===== src/hw/rtl/rmpm_pkg.sv =====
// shared types and codes of the reverse multi-pattern matcher
`default_nettype none
package rmpm_pkg;

  localparam int TYPE_W = 3;
  localparam int BYTE_W = 8;
  localparam int POS_W  = 32;
  localparam int KIND_W = 3;
  localparam int END_W  = 33;
  localparam int TAG_W  = 8;
  localparam int CNT_W  = 8;
  localparam int LEN_W  = 6;

  localparam logic [TYPE_W-1:0] REQ_PAT_BYTE = 3'd0;
  localparam logic [TYPE_W-1:0] REQ_PAT_END  = 3'd1;
  localparam logic [TYPE_W-1:0] REQ_BUILD    = 3'd2;
  localparam logic [TYPE_W-1:0] REQ_TEXT     = 3'd3;
  localparam logic [TYPE_W-1:0] REQ_BEGIN    = 3'd4;
  localparam logic [TYPE_W-1:0] REQ_END      = 3'd5;
  localparam logic [TYPE_W-1:0] REQ_REG      = 3'd6;

  localparam logic [BYTE_W-1:0] REG_SEL_BEGIN = 8'd0;
  localparam logic [BYTE_W-1:0] REG_SEL_END   = 8'd1;

  localparam logic [KIND_W-1:0] KIND_NOMATCH   = 3'd0;
  localparam logic [KIND_W-1:0] KIND_MATCH     = 3'd1;
  localparam logic [KIND_W-1:0] KIND_BEGIN     = 3'd2;
  localparam logic [KIND_W-1:0] KIND_END       = 3'd3;
  localparam logic [KIND_W-1:0] KIND_ACK       = 3'd4;
  localparam logic [KIND_W-1:0] KIND_NOT_BUILT = 3'd5;
  localparam logic [KIND_W-1:0] KIND_FULL      = 3'd6;
  localparam logic [KIND_W-1:0] KIND_MISUSE    = 3'd7;

  localparam logic [CNT_W-1:0] CNT_MAX = 8'hFF;

  typedef struct packed {
    logic [KIND_W-1:0] result_kind;
    logic [POS_W-1:0]  match_start;
    logic [END_W-1:0]  match_end;
    logic [TAG_W-1:0]  node_tag;
    logic [CNT_W-1:0]  anchor_count;
    logic              last;
  } result_t;

endpackage
`default_nettype wire


===== src/hw/rtl/rmpm_out_if.sv =====
// result channel interface
`default_nettype none
interface rmpm_out_if;
  logic                        valid;
  logic                        ready;
  logic [rmpm_pkg::KIND_W-1:0] result_kind;
  logic [rmpm_pkg::POS_W-1:0]  match_start;
  logic [rmpm_pkg::END_W-1:0]  match_end;
  logic [rmpm_pkg::TAG_W-1:0]  node_tag;
  logic [rmpm_pkg::CNT_W-1:0]  anchor_count;
  logic                        last;

  modport source (output valid, output result_kind, output match_start, output match_end,
                  output node_tag, output anchor_count, output last, input ready);
  modport sink (input valid, input result_kind, input match_start, input match_end,
                input node_tag, input anchor_count, input last, output ready);
endinterface
`default_nettype wire


===== src/hw/rtl/rmpm_out_stage.sv =====
// one-entry result register between the sequencer and the result channel
`default_nettype none
module rmpm_out_stage (
  input  wire logic              clk,
  input  wire logic              rst_n,
  input  wire logic              push,
  input  wire rmpm_pkg::result_t res,
  output logic                   free,
  rmpm_out_if.source             out_chan
);

  logic              valid_r;
  rmpm_pkg::result_t data_r;

  assign free = !valid_r || out_chan.ready;

  always_ff @(posedge clk) begin
    if (!rst_n) begin
      valid_r <= 1'b0;
    end else if (push) begin
      valid_r <= 1'b1;
    end else if (out_chan.ready) begin
      valid_r <= 1'b0;
    end
  end

  always_ff @(posedge clk) begin
    if (push) begin
      data_r <= res;
    end
  end

  assign out_chan.valid        = valid_r;
  assign out_chan.result_kind  = data_r.result_kind;
  assign out_chan.match_start  = data_r.match_start;
  assign out_chan.match_end    = data_r.match_end;
  assign out_chan.node_tag     = data_r.node_tag;
  assign out_chan.anchor_count = data_r.anchor_count;
  assign out_chan.last         = data_r.last;

endmodule
`default_nettype wire


===== src/flat_wrapper.sv =====
// flat-port wrapper written by rule: the top's interface ports become plain ports
module rmpm_out_stage_flat 
  (clk, rst_n, push, res, free, out_chan_valid, out_chan_result_kind, out_chan_match_start, out_chan_match_end, out_chan_node_tag, out_chan_anchor_count, out_chan_last, out_chan_ready);
  rmpm_out_if out_chan_i ();
  input  wire logic clk;
  input  wire logic rst_n;
  input  wire logic push;
  input  wire rmpm_pkg::result_t res;
  output logic free;
  output wire logic [$bits(out_chan_i.valid)-1:0] out_chan_valid;
  output wire logic [$bits(out_chan_i.result_kind)-1:0] out_chan_result_kind;
  output wire logic [$bits(out_chan_i.match_start)-1:0] out_chan_match_start;
  output wire logic [$bits(out_chan_i.match_end)-1:0] out_chan_match_end;
  output wire logic [$bits(out_chan_i.node_tag)-1:0] out_chan_node_tag;
  output wire logic [$bits(out_chan_i.anchor_count)-1:0] out_chan_anchor_count;
  output wire logic [$bits(out_chan_i.last)-1:0] out_chan_last;
  input wire logic [$bits(out_chan_i.ready)-1:0] out_chan_ready;
  assign out_chan_valid = out_chan_i.valid;
  assign out_chan_result_kind = out_chan_i.result_kind;
  assign out_chan_match_start = out_chan_i.match_start;
  assign out_chan_match_end = out_chan_i.match_end;
  assign out_chan_node_tag = out_chan_i.node_tag;
  assign out_chan_anchor_count = out_chan_i.anchor_count;
  assign out_chan_last = out_chan_i.last;
  assign out_chan_i.ready = out_chan_ready;
  rmpm_out_stage u_core (.clk(clk), .rst_n(rst_n), .push(push), .res(res), .free(free), .out_chan(out_chan_i));
endmodule

===== config.mk =====
export PLATFORM = sky130hd
export DESIGN_NAME = rmpm_out_stage_flat
export DESIGN_NICKNAME = d
export VERILOG_FILES = /design/src/hw/rtl/rmpm_pkg.sv /design/src/hw/rtl/rmpm_out_if.sv /design/src/hw/rtl/rmpm_out_stage.sv /design/src/flat_wrapper.sv
export SDC_FILE = /design/constraint.sdc
export NUM_CORES = 1
export LEC_CHECK = 0
export ABC_CLOCK_PERIOD_IN_PS = 800
export BUFFER_PORTS_ARGS = -buffer_cell sky130_fd_sc_hd__buf_4
export CAP_MARGIN = 30
export CORE_UTILIZATION = 37
export CTS_CLUSTER_DIAMETER = 150
export DETAILED_ROUTE_END_ITERATION = 16
export GPL_TIMING_DRIVEN = 0
export PLACE_DENSITY = 0.75
export SYNTH_ARGS = -nofsm -noshare
export SYNTH_HDL_FRONTEND = slang
export SYNTH_SLANG_ARGS = --single-unit

===== constraint.sdc =====
create_clock -name clk -period 0.8 [get_ports clk]
set_clock_uncertainty 0.05 [all_clocks]
set_input_delay 0.04 -clock clk [delete_from_list [all_inputs] [get_ports clk]]
set_output_delay 0.04 -clock clk [all_outputs]
set_load 0.005 [all_outputs]

==> impl_results.md, run 1 <==
* Pwr/cell area at 1880 mW/mm^2
* Slowest-stage cell, CP: edfxtp_1
* Setup-failing EPs final at 87
* R2R setup slack at 0.03 ns
* Drt via density at 4.42
* Hold-critical path depth at 4
* Reg-to-reg startpoint: u_core.out_chan.valid
* Reg2reg end: u_core.out_chan.valid
* Seq. cell area at 0.00258 mm^2
* Fin crit share at 1.33
* Status: complete, but fails checks
* Ranking of synthesized cells by area: edfxtp_1 98%, dfxtp_1 0.77%, nand2b_4 0.53%, a21boi_2 0.43%, inv_1 0.14%
* First-pass GRT wire length at 11,200 um
* Post-synthesis cell count at 89
* Critical path launch point type: flip-flop
* Port bufs at 175
* Hold Startpoint: out_chan_ready
* Drt total wl at 8680 um
* CTS sink count at 86
* Clock Pin Slew Worst Setup and Hold Paths at 0.09 ns
* Commonest cells post-synth: 85 x edfxtp_1, 1 x a21boi_2, 1 x dfxtp_1, 1 x inv_1, 1 x nand2b_4
* Net Count, Synth at 178
* Die ar. at 0.00737 mm^2
* Largest stage delay, worst path at 0.46 ns
* DRT antenna net count at 0
* #FFs+latches synth at 86
* CP Class: reg2out
* Core Rows at 30
* Depth of the worst register-to-register path at 3
* Layout cell share with drive strength beyond 1 at 0.526
* Die X at 85.8 um
* Hold endpoint: u_core.out_chan.valid
* DRC at 0
* WL/cell at 18.7 um
* Starting density of the core at 0.383
* 1st-iter DRT viols at 99
* VDD IR-drop max at 0.00117 V
* CP delay by family, top: flip-flops
* Multi-input logic area at 25.0 um^2
* Clk Latency, worst-skew pair at 0.35 ns
* YS warnings at 0
* Setup slack at placement at -0.506 ns
* Crit path buffers/inverters at 1
* Primary FF master, synth: edfxtp_1
* Mapped cell area at 0.00260 mm^2
* Max-cap check violation count at 0
* # fillers at 358
* CTS tree: done
* Count leader, synth: edfxtp_1
* Die height at 85.8 um
* GRT Util Overall at 0.217
* Setup crit end kind: output pin
* Final Hold Fails at 0
* Fin crit period at 1.06 ns
* Router iterations before antenna repair at 4
* # H-tree levels at 3
* Clk Tree Root Cell: clkbuf_8
* CTS Buffer Depth at 2
* Post-synth top area share at 0.981
* Slew HR at 0.474
* CP Cell Sequence: buf_6
* Num ports at 176
* Largest net degree at the start of global routing at 87
* Slew @ Worst Pin at 0.789 ns
* Arrival @ worst endpoint at 0.97 ns
* Sequential element share of the synthesized area at 0.989
* Inserted Clock Buffers at 9
* RSZ-0062 raised after global routing: yes
* Grt ovf at 0
* Gpl congestion at 0.708
* Cell taking the most area after synthesis: edfxtp_1
* Req. time, crit path at 0.71 ns
* Antenna violations before repair at 0
* Violated checks: setup timing
* Number of synthesized flops with an enable pin at 85
* Final WS setup at -0.261 ns
* Worst min path class: in2reg
* Vias in the first global route at 2,145
* Final slew viol count at 0
* Post-synth ARST share at 0
* Peak Freq at 943 MHz
* Via count at 2,048
* Core ar. at 0.00679 mm^2
* P&R area growth vs syn at 100%
* N_diodes at 0
* Distinct cells, synth at 5
* Static leakage at 2.19 nW
* Nets@finish at 451
* Syn_area_per_cell at 29.2 um^2
* Worst hold slack at 0.00269 ns
* TNS Setup at -14.33 ns
* CP max FO at 1
[final cells by class]
cell class                 count  area share
tap                           96      0.0230
clock buffer                  13      0.0305
multi-input combinational      2     0.00480
clock inverter                 3     0.00408
inverter                       1    0.000720
sequential                    86       0.494
timing repair buffer         262       0.442
[where the power goes]
part	switching [W]	total [W]	internal, W	leakage, nW
clock network	0.00154	0.00285	0.00130	0.0896
logic	0.000463	0.00148	0.00101	1.26
registers	0.000149	0.00550	0.00535	0.841
[state kept, by name, summed over array words and instances, names as in the netlist]
signal and count:
u_core.out_chan.match_end 33, u_core.out_chan.match_start 32, u_core.out_chan.anchor_count 8, u_core.out_chan.node_tag 8, u_core.out_chan.result_kind 3, u_core.out_chan.last 1, u_core.out_chan.valid 1
[stage by stage]
| step | utilization | power [W] | cell area [um^2] | cells |
|---|---|---|---|---|
| floorplan | - | 0.00560 | 2600 | 89 |
| global placement | 0.594 | 0.00651 | 4040 | 360 |
| detailed placement | 0.594 | 0.00655 | 4040 | 360 |
| CTS | 0.752 | 0.00965 | 5110 | 462 |
| global route | 0.767 | 0.0101 | 5210 | 463 |
| finish | 0.767 | 0.00982 | 5210 | 463 |
[layout by cell type (no fill, tap or decap)]
cell type and count:
buf_4 143, dlygate4sd3_1 86, edfxtp_1 85, buf_6 33, clkbuf_8 11, clkbuf_1 2, inv_1 1, nand2b_4 1
a21boi_2 1, clkinvlp_4 1, clkinv_4 1, clkinv_2 1, dfxtp_4 1
[how the worst max path moves through the flow]
stage                                   start                               to  slack, ns  cells after the start
2_1_floorplan           u_core.out_chan.valid            u_core.out_chan.valid       0.14                      2
3_3_place_gp                             push  u_core.out_chan.match_start[13]      -0.48                      1
3_5_place_dp                             push  u_core.out_chan.match_start[13]      -0.51                      1
4_1_cts        u_core.out_chan.match_start[1]          out_chan_match_start[1]      -0.19                      1
5_1_grt        u_core.out_chan.match_start[1]          out_chan_match_start[1]      -0.30                      1
6_report       u_core.out_chan.match_start[1]          out_chan_match_start[1]      -0.26                      1
[what timing repair did]
| item | CTS | global route |
|---|---|---|
| pin swaps | 0 | 1 |
| hold buffers | 86 | 0 |
| hold endpoints to repair | 86 | 0 |
| gates cloned | 0 | 0 |
| setup buffers | 0 | 1 |
| setup endpoints to repair | 173 | 87 |
| gates resized for setup | 10 | 25 |
[routing by layer]
metal,wire length (um),share of wire,vias to the layer above,GRT usage
li1,-,-,903,-
met1,3150,0.36,1006,0.218
met2,4590,0.53,116,0.383
met3,674,0.078,23,0.0943
met4,265,0.031,0,0.109
met5,0,0,-,0
[cells by family (layout without fill, tap and decap cells)]
family                 after synthesis  count (layout)  synth area share
AND/OR/NAND/NOR                      1               1           0.00529
AO/OA/AOI/OAI                        1               1           0.00433
buffers and inverters                1             279           0.00144
flip-flops                          86              86             0.989
No activity file was read; power rests on OpenSTA's default activity.
==> inputs of run 2 (changes only) <==
==> constraint.sdc (replaced) <==
create_clock -name clk -period 0.8 [get_ports clk]
set_clock_uncertainty 0.05 [all_clocks]
set_input_delay 0.24 -clock clk [delete_from_list [all_inputs] [get_ports clk]]
set_output_delay 0.24 -clock clk [all_outputs]
set_load 0.005 [all_outputs]
==> impl_results.md, run 2 (synthesis results as in run 1) <==
* Critical path launch point type: flip-flop
* Final WS setup at -0.374 ns
* GRT Util Overall at 0.156
* Gpl congestion at 0.708
* Fin crit period at 1.17 ns
* Util after Layout at 0.638
* WL/cell at 15.7 um
* Via count at 1,570
* # H-tree levels at 3
* N_diodes at 0
* Req. time, crit path at 0.51 ns
* CP delay by family, top: flip-flops
* VDD IR-drop max at 0.00129 V
* Sequential share of power at 0.589
* Setup crit end kind: output pin
* Slew HR at 0.699
* Commonest non-fill, non-tap cell in the layout: buf_4
* Multi-input logic area at 25.0 um^2
* Final Hold Fails at 0
* # fillers at 493
* Port bufs at 175
* Layout cell share with drive strength beyond 1 at 0.686
* Violated checks: setup timing
* Largest stage delay, worst path at 0.39 ns
* 1st-iter DRT viols at 51
* Status: complete, but fails checks
* Non-Filler Instances at 376
* CP Class: reg2out
* Core ar. at 0.00679 mm^2
* Clock Pin Slew Worst Setup and Hold Paths at 0.09 ns
* Fin crit share at 1.47
* Static leakage at 1.83 nW
* Antenna violations before repair at 0
* Starting density of the core at 0.383
* First-pass GRT wire length at 8040 um
* Worst min path class: in2reg
* Grt ovf at 0
* Peak Freq at 852 MHz
* DRC at 0
* Die height at 85.8 um
* Die X at 85.8 um
* Pwr/cell area at 2140 mW/mm^2
* Clock Power Share at 0.296
* Max reg flops at 33
* Post-CTS Setup Inserts at 0
* Inserted Clock Buffers at 9
* Setup-failing EPs final at 87
* Core Rows at 30
* RSZ-0062 raised after global routing: yes
* Slowest-stage cell, CP: edfxtp_1
* Largest net degree at the start of global routing at 87
* Net Sw Power at 0.00189 W
* Clk Latency, worst-skew pair at 0.34 ns
* DRT antenna net count at 0
* Router iterations before antenna repair at 4
* Drt via density at 4.18
* Max-cap check violation count at 0
* Arrival @ worst endpoint at 0.88 ns
* Final slew viol count at 0
* Nets@finish at 364
* Net Sw Frac at 0.204
* Int Power at 0.00738 W
* Die ar. at 0.00737 mm^2
* Number of instances in the placed design at 360
* Seq. cell area at 0.00257 mm^2
* Logic pwr share at 0.115
* TNS Setup at -29.57 ns
* Clk Tree Root Cell: clkbuf_8
* CP Cell Sequence: buf_4
* Crit path buffers/inverters at 1
* Drt total wl at 5890 um
* Num ports at 176
* CTS sink count at 86
* Most frequent cells in the layout: 146 x buf_4, 85 x edfxtp_1, 28 x buf_6
* CTS tree: done
* CP max FO at 1
* P&R area growth vs syn at 66.6%
* Slew @ Worst Pin at 0.451 ns
* Power, Total at 0.00927 W
* CTS Buffer Depth at 2
* Vias in the first global route at 1,632
-- run 2: cell count changes in the layout (fill, tap and decap cells not counted) --
cell,delta
buf_12,+1
buf_4,+3
buf_6,-5
dfxtp_2,+1
dfxtp_4,-1
dlygate4sd3_1,-86
-- run 2: cell type report --
class,count,area share
Timing Repair Buffer,175,0.330
Sequential cell,86,0.594
Tap cell,96,0.0277
Clock buffer,13,0.0367
Multi-Input combinational cell,2,0.00577
Inverter,1,0.000866
Clock inverter,3,0.00491
-- run 2: repair_timing --
action                     in CTS  in global routing
resized for setup              12                 20
setup endpoints to repair     173                 87
hold endpoints to repair        5                  9
-- run 2: worst paths after layout --
kind                                                      start                              end  slack, ns  depth (start not counted)
worst max-delay path            u_core.out_chan.anchor_count[3]         out_chan_anchor_count[3]      -0.37                          1
worst min-delay path                                     res[4]  u_core.out_chan.anchor_count[3]       0.02                          1
worst max register to register            u_core.out_chan.valid            u_core.out_chan.valid       0.14                          2
worst min register to register            u_core.out_chan.valid            u_core.out_chan.valid       0.44                          2
-- run 2: through the flow --
step / hold slack [ns] / instance area, um^2 / worst slack, ns
after global placement: 0.368 / 4040 / -0.675
final: 0.0156 / 4330 / -0.374
after floorplan: 0.289 / 2600 / 0.0805
after global routing: -0.00575 / 4330 / -0.416
after detailed placement: 0.369 / 4040 / -0.706
after CTS: -0.00207 / 4260 / -0.392
-- run 2: metal layers --
layer,up-vias,wire length [um],GRT usage
li1,730,-,-
met1,731,1800,0.134
met2,99,3220,0.275
met3,10,770,0.0972
met4,0,103,0.0864
met5,-,0,0
-- run 2: power by group through the flow --
| stage | clock network [W] | registers, W | logic, W |
|---|---|---|---|
| floorplan | 0 | 0.00559 | 0.0000103 |
| global placement | 0 | 0.00553 | 0.000984 |
| detailed placement | 0 | 0.00555 | 0.00101 |
| CTS | 0.00283 | 0.00545 | 0.00103 |
| global route | 0.00301 | 0.00549 | 0.00113 |
| finish | 0.00274 | 0.00546 | 0.00106 |
